===== src/design/quaternion_vector_rotation_assert.svh =====
// Assertion macros shared by the quaternion rotation design.
`ifndef QUATERNION_VECTOR_ROTATION_ASSERT_SVH
`define QUATERNION_VECTOR_ROTATION_ASSERT_SVH

// Same-cycle implication, disabled while reset is asserted.
`define QVR_ASSERT_IMP(lbl, clk, rstn, ante, cons) \
    lbl: assert property (@(posedge clk) disable iff (!(rstn)) (ante) |-> (cons)) \
        else $error("quaternion_vector_rotation: assertion failed");

// Next-cycle implication, disabled while reset is asserted.
`define QVR_ASSERT_NXT(lbl, clk, rstn, ante, cons) \
    lbl: assert property (@(posedge clk) disable iff (!(rstn)) (ante) |=> (cons)) \
        else $error("quaternion_vector_rotation: assertion failed");

`endif


===== src/design/qvr_pkg.sv =====
`timescale 1ns / 1ps
`default_nettype none

package qvr_pkg;

    // Latency from an accepted start to the result strobe.
    localparam int LATENCY = 5;

    // Rounding bias for the final shift right by 28.
    localparam logic signed [49:0] RND_BIAS = 50'sd134217728;
    localparam logic signed [21:0] SAT_HI   = 22'sd32767;
    localparam logic signed [21:0] SAT_LO   = -22'sd32768;
    localparam logic signed [15:0] OUT_HI   = 16'sd32767;
    localparam logic signed [15:0] OUT_LO   = -16'sd32768;

    typedef struct packed {
        logic signed [15:0] w;
        logic signed [15:0] x;
        logic signed [15:0] y;
        logic signed [15:0] z;
    } quat_t;

    typedef struct packed {
        logic signed [15:0] x;
        logic signed [15:0] y;
        logic signed [15:0] z;
    } vec_t;

    // Intermediate quaternion t = q * (0, v): sums of three 32-bit products.
    typedef struct packed {
        logic signed [32:0] w;
        logic signed [32:0] x;
        logic signed [32:0] y;
        logic signed [32:0] z;
    } tquat_t;

    // Imaginary part of r = t * conj(q): sums of four 48-bit products.
    typedef struct packed {
        logic signed [49:0] x;
        logic signed [49:0] y;
        logic signed [49:0] z;
    } rvec_t;

endpackage

`default_nettype wire


===== src/design/qvr_round.sv =====
`timescale 1ns / 1ps
`default_nettype none

// Final stage: round half up at bit 28, saturate to 16 bits, register the beat.
module qvr_round (
    input  wire logic           clk,
    input  wire logic           rst_n,
    input  wire logic           r_valid,
    input  wire qvr_pkg::rvec_t r_in,
    output logic                strobe,
    output qvr_pkg::vec_t       rot,
    output logic                saturated
);

    typedef struct packed {
        logic               clip;
        logic signed [15:0] val;
    } sat_t;

    function automatic sat_t round_sat(input logic signed [49:0] a);
        logic signed [49:0] biased;
        logic signed [21:0] shifted;
        sat_t               res;
        biased  = a + qvr_pkg::RND_BIAS;
        // Bias cannot overflow: |a| stays below 2^49 minus the bias.
        shifted = biased[49:28];
        if (shifted > qvr_pkg::SAT_HI)
        begin
            res.clip = 1'b1;
            res.val  = qvr_pkg::OUT_HI;
        end
        else if (shifted < qvr_pkg::SAT_LO)
        begin
            res.clip = 1'b1;
            res.val  = qvr_pkg::OUT_LO;
        end
        else
        begin
            res.clip = 1'b0;
            res.val  = shifted[15:0];
        end
        return res;
    endfunction

    sat_t          sx;
    sat_t          sy;
    sat_t          sz;
    qvr_pkg::vec_t rot_reg;
    qvr_pkg::vec_t rot_next;
    logic          sat_reg;
    logic          sat_next;
    logic          strobe_reg;

    always_comb
    begin
        sx         = round_sat(r_in.x);
        sy         = round_sat(r_in.y);
        sz         = round_sat(r_in.z);
        rot_next.x = sx.val;
        rot_next.y = sy.val;
        rot_next.z = sz.val;
        sat_next   = sx.clip | sy.clip | sz.clip;
    end

    always_ff @(posedge clk or negedge rst_n)
    begin
        if (!rst_n)
        begin
            strobe_reg <= 1'b0;
        end
        else
        begin
            strobe_reg <= r_valid;
        end
    end

    always_ff @(posedge clk)
    begin
        rot_reg <= rot_next;
        sat_reg <= sat_next;
    end

    assign strobe    = strobe_reg;
    assign rot       = rot_reg;
    assign saturated = sat_reg;

endmodule

`default_nettype wire


===== config.mk =====
export PLATFORM = sky130hd
export DESIGN_NAME = qvr_round
export DESIGN_NICKNAME = d
export VERILOG_FILES = /design/src/design/quaternion_vector_rotation_assert.svh /design/src/design/qvr_pkg.sv /design/src/design/qvr_round.sv
export SDC_FILE = /design/constraint.sdc
export NUM_CORES = 1
export LEC_CHECK = 0
export ABC_AREA = 1
export BUFFER_PORTS_ARGS = -buffer_cell sky130_fd_sc_hd__buf_2
export CAP_MARGIN = 20
export CELL_PAD_IN_SITES_DETAIL_PLACEMENT = 2
export CELL_PAD_IN_SITES_GLOBAL_PLACEMENT = 2
export CORE_MARGIN = 3
export CORE_UTILIZATION = 22
export CTS_CLUSTER_DIAMETER = 120
export CTS_CLUSTER_SIZE = 10
export DETAILED_ROUTE_END_ITERATION = 10
export GPL_TIMING_DRIVEN = 0
export PLACE_DENSITY = 0.93
export SETUP_SLACK_MARGIN = 0.3
export SYNTH_ARGS = -nofsm -noshare
export SYNTH_HDL_FRONTEND = slang
export SYNTH_SLANG_ARGS = --single-unit

===== constraint.sdc =====
create_clock -name clk -period 0.8 [get_ports clk]
set_input_delay 0.16 -clock clk [delete_from_list [all_inputs] [get_ports clk]]
set_output_delay 0.16 -clock clk [all_outputs]
set_load 0.02 [all_outputs]

==> summary.md, run 1 <==
| Metric | Value |
|---|---|
| Hold Path Class | `in -> reg` |
| DR WL/cell | `27.4 um` |
| Final Slew Violations | `0` |
| Worst-Margin Slew | `0.558 ns` |
| Setup ws final | `-1.23 ns` |
| # rows | `44` |
| Clock H-tree levels | `2` |
| Io pins | `203` |
| Synthesized netlist net count | `664` |
| First-pass GRT wire length | `30100 um` |
| # DRC | `0` |
| Synthesis-stage register bit count | `50` |
| Post-synth EDFFs | `0` |
| CORE AREA | `14600 um2` |
| Crit-path cells | `buf_2 -> clkinvlp_4 -> nor2_4 -> inv_1 -> nor2_2 -> nand2_1 -> nand2_1 -> nand2_2 -> nor2_2 -> nand2_2 -> o21ai_4 -> buf_6 -> buf_12 -> buf_16 -> nand2_2` |
| Distinct cells, synth | `33` |
| Largest net degree at the start of global routing | `19` |
| CP endpoint kind | `flop` |
| Post-route cell area | `7020 um2` |
| Die Area | `16500 um2` |
| Dpl hpwl | `11200 um` |
| Buf+Inv Stages, Crit Path | `6` |
| Period utilisation layout | `254%` |
| DP Cell Count | `813` |
| Vias in the first global route | `5174` |
| Arr. time, crit path | `2.18 ns` |
| Syn. warnings | `0` |
| Crit path launch | `r_in[95]` |
| Area leader, netlist | `dfxtp_1` |
| Pleak | `3.13 nW` |
| Final setup fails | `99` |
| Slowest-stage cell, CP | `nor2_2` |
| Finished Layout Cells | `923` |
| Sum Neg Setup Slack | `-50.15 ns` |
| # hold bufs at CTS | `1` |
| CP top delay family | `simple AND/OR/NAND/NOR gates` |
| Status | `finished with violations` |
| Placed cell area | `4460 um2` |
| Seq/Total Area, Yosys | `30.5%` |
| Largest register FFs | `48` |
| Clock slew at reported path FFs | `0.09 ns` |
| Mapped Area | `3300 um2` |
| CP max FO | `5` |
| First-pass detailed-route iteration total | `5` |
| Worst IR Drop VDD | `0.000744 V` |
| Final net count | `893` |
| Tmin final | `2.03 ns` |
| CP endpoint | `rot[16]` |
| WL final | `25300 um` |
| DR iter-0 viols | `303` |
| Fmax achieved | `493 MHz` |
| Failing checks | `negative hold slack, negative setup slack` |
| GP Congestion | `0.856` |
| Die Width | `128 um` |
| Hold Violations, Final | `1` |
| CP max stage delay | `0.21 ns` |
| Share of cells above drive strength 1 | `70.6%` |
| Most used cell along the critical path | `nand2_2` |
| Die Span Y | `128 um` |
| IO Port Bufs | `121` |
| Vias per cell | `5.11` |
| Headroom to the max-slew limit | `62.4%` |
| Initial antenna violation count | `2` |
| Clock Path Buffers | `2` |
| Critical Path Stages | `15` |
| CTS sink count | `50` |
| PD cells | `1160 nW/um2` |
| Cells after Synth | `508` |
| Antenna-violating nets left | `0` |
| Hold Slack | `-0.0412 ns` |
| Grt ovf | `0` |
| Crit path required time | `0.95 ns` |
| Initial core utilization | `22.6%` |
| Area Overhead vs Synth | `113%` |
| Share of Yosys cell area claimed by the top area cell type | `29.7%` |
| Root Buffer | `clkbuf_16` |
| Worst setup SP type | `input pin` |
| Unrepaired setup endpoints after global routing | `true` |
| GRT Overall Usage | `24.1%` |
| Post-Synthesis Mean Instance Area | `6.50 um2` |
| CTS tree | `done` |
| Cts bufs inserted | `5` |
| Area contributors post-synth | `dfxtp_1 30%, nand2_1 20%, nor2_1 7.8%, xor2_1 6.6%, nand3_1 5.8%` |
| Worst setup path class | `in -> reg` |
| Most used DFF post-synth | `dfxtp_1` |
| Max cap viols | `0` |
| Vias post-DR | `4720` |
| Async set-reset flop share out of synthesis | `2.00%` |
==> cell usage in the layout, fill, tap and decap left out, types with 3 or more instances in the layout <==
master,count
nand3_2,13
nand3_1,20
nand2_2,64
o21ai_4,4
nor2_1,25
nand2_1,85
nor2_2,23
or2_2,3
inv_1,35
o21ai_2,25
buf_8,10
xor2_1,21
buf_12,5
nand2_4,32
nand2_8,3
nor2_4,38
nor3_1,4
buf_4,84
inv_2,7
xnor2_1,15
ha_4,3
clkbuf_16,5
nand3b_1,5
buf_2,43
buf_16,3
buf_6,80
nand3_4,7
dfxtp_4,49
==> metal layers <==
layer  track usage [%]  wire (um)
met5                 0         12
met1              24.3       9290
met4              11.0       1310
met2              48.3      13300
met3              3.07       1310
==> how the worst min path moves through the flow <==
stage | startpoint | to | cells after the start | slack (ns)
after global routing | r_valid | strobe | 1 | -0.04
after detailed placement | rst_n | strobe | 1 | -0.06
after floorplan | rst_n | strobe | 0 | -0.14
after global placement | rst_n | strobe | 1 | -0.07
after CTS | r_valid | strobe | 1 | -0.05
final | r_valid | strobe | 1 | -0.04
==> synth_stat cells (9+ instances only) <==
cell type	number
dfxtp_1	49
inv_1	41
nand2_1	179
nand3_1	38
nor2_1	69
nor2_2	12
o21ai_0	9
o21ai_1	11
o21ai_2	10
xnor2_1	17
xor2_1	25
==> what timing repair did <==
| action | in CTS | in global routing |
|---|---|---|
| hold endpoints to repair | 2 | 1 |
| pin swaps | 85 | 62 |
| cloned | 6 | 0 |
| setup endpoints to repair | 99 | 99 |
| setup buffers | 58 | 36 |
| gates resized for setup | 299 | 144 |
==> metrics by stage <==
step / setup WS (ns) / hold WS (ns) / total power, mW / utilization [%]
after floorplan: -0.830 / -0.136 / 3.63 / -
after CTS: -0.791 / -0.0503 / 7.51 / 42.6
final: -1.23 / -0.0412 / 8.16 / 48.1
after global routing: -1.26 / -0.0439 / 8.42 / 48.1
after global placement: -1.20 / -0.0659 / 4.25 / 30.6
after detailed placement: -1.30 / -0.0649 / 4.34 / 30.6
==> final cells by class <==
type,count,area (um2)
buffer,6,82.6
multi-input combinational,406,3160
fill,1545,7560
clock buffer,5,125
inverter,46,186
tap,184,230
clock inverter,3,28.8
antenna,1,2.50
sequential,50,1190
timing repair buffer,222,2020
==> cell families (layout without fill, tap and decap cells) <==
family / after synthesis / count (layout) / synth area share [%]
xor gates and xnor gates: 42 / 42 / 11.1
AOI/OAI and AO/OA: 34 / 34 / 6.63
DFF: 50 / 50 / 30.5
adders and majority gates: 3 / 3 / 1.14
buffers and inverters: 52 / 282 / 6.79
and+or+nand+nor: 327 / 327 / 43.8
other: 0 / 1 / 0
==> power breakdown <==
| part | internal (mW) | total (mW) | leakage (nW) | switching [mW] |
|---|---|---|---|---|
| Clock | 1.20 | 2.43 | 0.0759 | 1.23 |
| Sequential | 2.63 | 2.75 | 0.436 | 0.119 |
| Combinational | 1.28 | 2.97 | 2.62 | 1.69 |
(Power assumes the default switching activity.)
==> inputs of run 2 (changes only) <==
--- a/config.mk
+++ b/config.mk
@@ -8,15 +8,13 @@
 export ABC_AREA = 1
 export BUFFER_PORTS_ARGS = -buffer_cell sky130_fd_sc_hd__buf_2
 export CAP_MARGIN = 20
-export CELL_PAD_IN_SITES_DETAIL_PLACEMENT = 2
-export CELL_PAD_IN_SITES_GLOBAL_PLACEMENT = 2
 export CORE_MARGIN = 3
-export CORE_UTILIZATION = 22
+export CORE_UTILIZATION = 47
 export CTS_CLUSTER_DIAMETER = 120
 export CTS_CLUSTER_SIZE = 10
 export DETAILED_ROUTE_END_ITERATION = 10
 export GPL_TIMING_DRIVEN = 0
-export PLACE_DENSITY = 0.93
+export PLACE_DENSITY = 0.95
 export SETUP_SLACK_MARGIN = 0.3
 export SYNTH_ARGS = -nofsm -noshare
 export SYNTH_HDL_FRONTEND = slang
==> summary.md, run 2 (same netlist as run 1, synthesis figures left out) <==
| Metric | Value |
|---|---|
| Final setup fails | `99` |
| # DRC | `156` |
| Die Span Y | `89.8 um` |
| Share of cells above drive strength 1 | `62.8%` |
| Post-route cell area | `6140 um2` |
| Dpl hpwl | `7580 um` |
| Clock H-tree levels | `2` |
| Crit path required time | `0.99 ns` |
| Slowest-stage cell, CP | `o21ai_1` |
| Post-Place Setup Slack | `-1.20 ns` |
| # rows | `29` |
| Hold Slack | `-0.0669 ns` |
| DR iter-0 viols | `1195` |
| Antenna-violating nets left | `0` |
| Max cap viols | `0` |
| Most frequent cells in the layout | `105 x nand2_1, 68 x buf_6, 59 x nand2_2` |
| Largest register FFs | `48` |
| First-pass GRT wire length | `22000 um` |
| Buf+Inv Stages, Crit Path | `4` |
| Unrepaired setup endpoints after global routing | `true` |
| Headroom to the max-slew limit | `68.5%` |
| Pint | `4.67 mW` |
| Most common cell after layout, fill and taps aside | `nand2_1` |
| GRT Overall Usage | `33.6%` |
| Worst IR Drop VDD | `0.00104 V` |
| Vias per cell | `6.78` |
| Hold Path Class | `in -> reg` |
| Failing checks | `design-rule violations, negative hold slack, negative setup slack` |
| Sequential cell area | `1190 um2` |
| Die Area | `8060 um2` |
| CP top delay family | `simple AND/OR/NAND/NOR gates` |
| Initial core utilization | `50.3%` |
| Vias in the first global route | `4315` |
| CORE AREA | `6570 um2` |
| Layout fillers | `181` |
| Initial antenna violation count | `1` |
| Area Overhead vs Synth | `86.2%` |
| Seq pwr share | `36.9%` |
| Final Util | `93.6%` |
| Pleak | `2.77 nW` |
| CTS sink count | `50` |
| Switching Fraction | `37.4%` |
| # hold bufs at CTS | `1` |
| Root Buffer | `clkbuf_8` |
| Clock Path Buffers | `2` |
| Multi-input logic area | `2840 um2` |
| Die Width | `89.8 um` |
| Worst-Margin Slew | `0.469 ns` |
| Placed cell area | `4350 um2` |
| Period utilisation layout | `273%` |
| Worst setup SP type | `input pin` |
| CP endpoint kind | `flop` |
| Clock slew at reported path FFs | `0.12 ns` |
| CP max FO | `4` |
| CP max stage delay | `0.38 ns` |
| Io pins | `203` |
| CTS tree | `done` |
| First-pass detailed-route iteration total | `11` |
| Final net count | `857` |
| DR WL/cell | `27.5 um` |
| N_diodes | `0` |
| Sum Neg Setup Slack | `-57.45 ns` |
| Largest net degree at the start of global routing | `17` |
| Switching pwr | `2.79 mW` |
| Fmax achieved | `457 MHz` |
| WL final | `21800 um` |
| Status | `finished with violations` |
| Power share of the clock group | `27.1%` |
| IO Port Bufs | `121` |
| Vias post-DR | `5392` |
| Cts bufs inserted | `5` |
| Comb pwr share | `36.0%` |
| Final Slew Violations | `0` |
| Grt ovf | `0` |
| GP Congestion | `0.915` |
| Crit-path cells | `buf_2 -> nand2_2 -> nor2_4 -> nand3_1 -> inv_2 -> nand2_1 -> nand2_1 -> nand2_1 -> inv_1 -> nand3_1 -> nor2_4 -> nor2_4 -> buf_6 -> o21ai_1` |
| Arr. time, crit path | `2.38 ns` |
| PD cells | `1210 nW/um2` |
| Hold Violations, Final | `1` |
| Worst setup path class | `in -> reg` |
| Setup ws final | `-1.39 ns` |
| Tmin final | `2.19 ns` |
[run 2: changes by cell type in the layout (fill, tap and decap cells not counted), sizes merged]
| cell | previous run | this run |
|---|---|---|
| buf | 225 | 186 |
| bufinv | 0 | 1 |
| clkbuf | 7 | 10 |
| clkinv | 2 | 0 |
| clkinvlp | 1 | 2 |
| diode | 1 | 0 |
[run 2: layer usage]
layer,up-vias,wire length (um),global-route usage (%)
met3,327,3380,6.01
li1,1961,-,-
met1,2398,6590,38.1
met4,2,2720,17.9
met2,704,9120,59.8
met5,-,13,0
[run 2: final timing paths]
check	start	endpoint	slack, ns	cells after the start
worst max-delay path	r_in[93]	rot[17]	-1.39	14
worst min-delay path	r_valid	strobe	-0.07	1
max in group asynchronous	rst_n	strobe	0.51	2
min in group asynchronous	rst_n	strobe	0.19	2
[run 2: through the flow]
step	power, mW	cells
3_5_place_dp	4.23	722
2_1_floorplan	3.63	508
6_report	7.46	795
4_1_cts	6.54	771
3_3_place_gp	4.17	722
5_1_grt	7.53	795
[run 2: layout make-up]
cell class,count,area share [%]
clock buffer,5,1.12
buffer,6,1.34
sequential,50,19.4
multi-input combinational,406,46.2
tap,93,1.89
timing repair buffer,186,26.4
clock inverter,3,0.733
inverter,46,2.93
[run 2: power groups by stage]
stage / registers, mW / clock network [mW] / logic, mW
after floorplan: 2.97 / 0 / 0.653
after global placement: 2.72 / 0 / 1.45
after detailed placement: 2.73 / 0 / 1.50
after CTS: 2.72 / 1.81 / 2.02
after global routing: 2.76 / 2.03 / 2.73
final: 2.75 / 2.02 / 2.69
[run 2: timing repair]
item	CTS	global route
buffers inserted	35	24
cloned	5	0
setup endpoints to repair	99	99
hold endpoints to repair	2	1
resized for setup	215	128
pin swaps	61	65
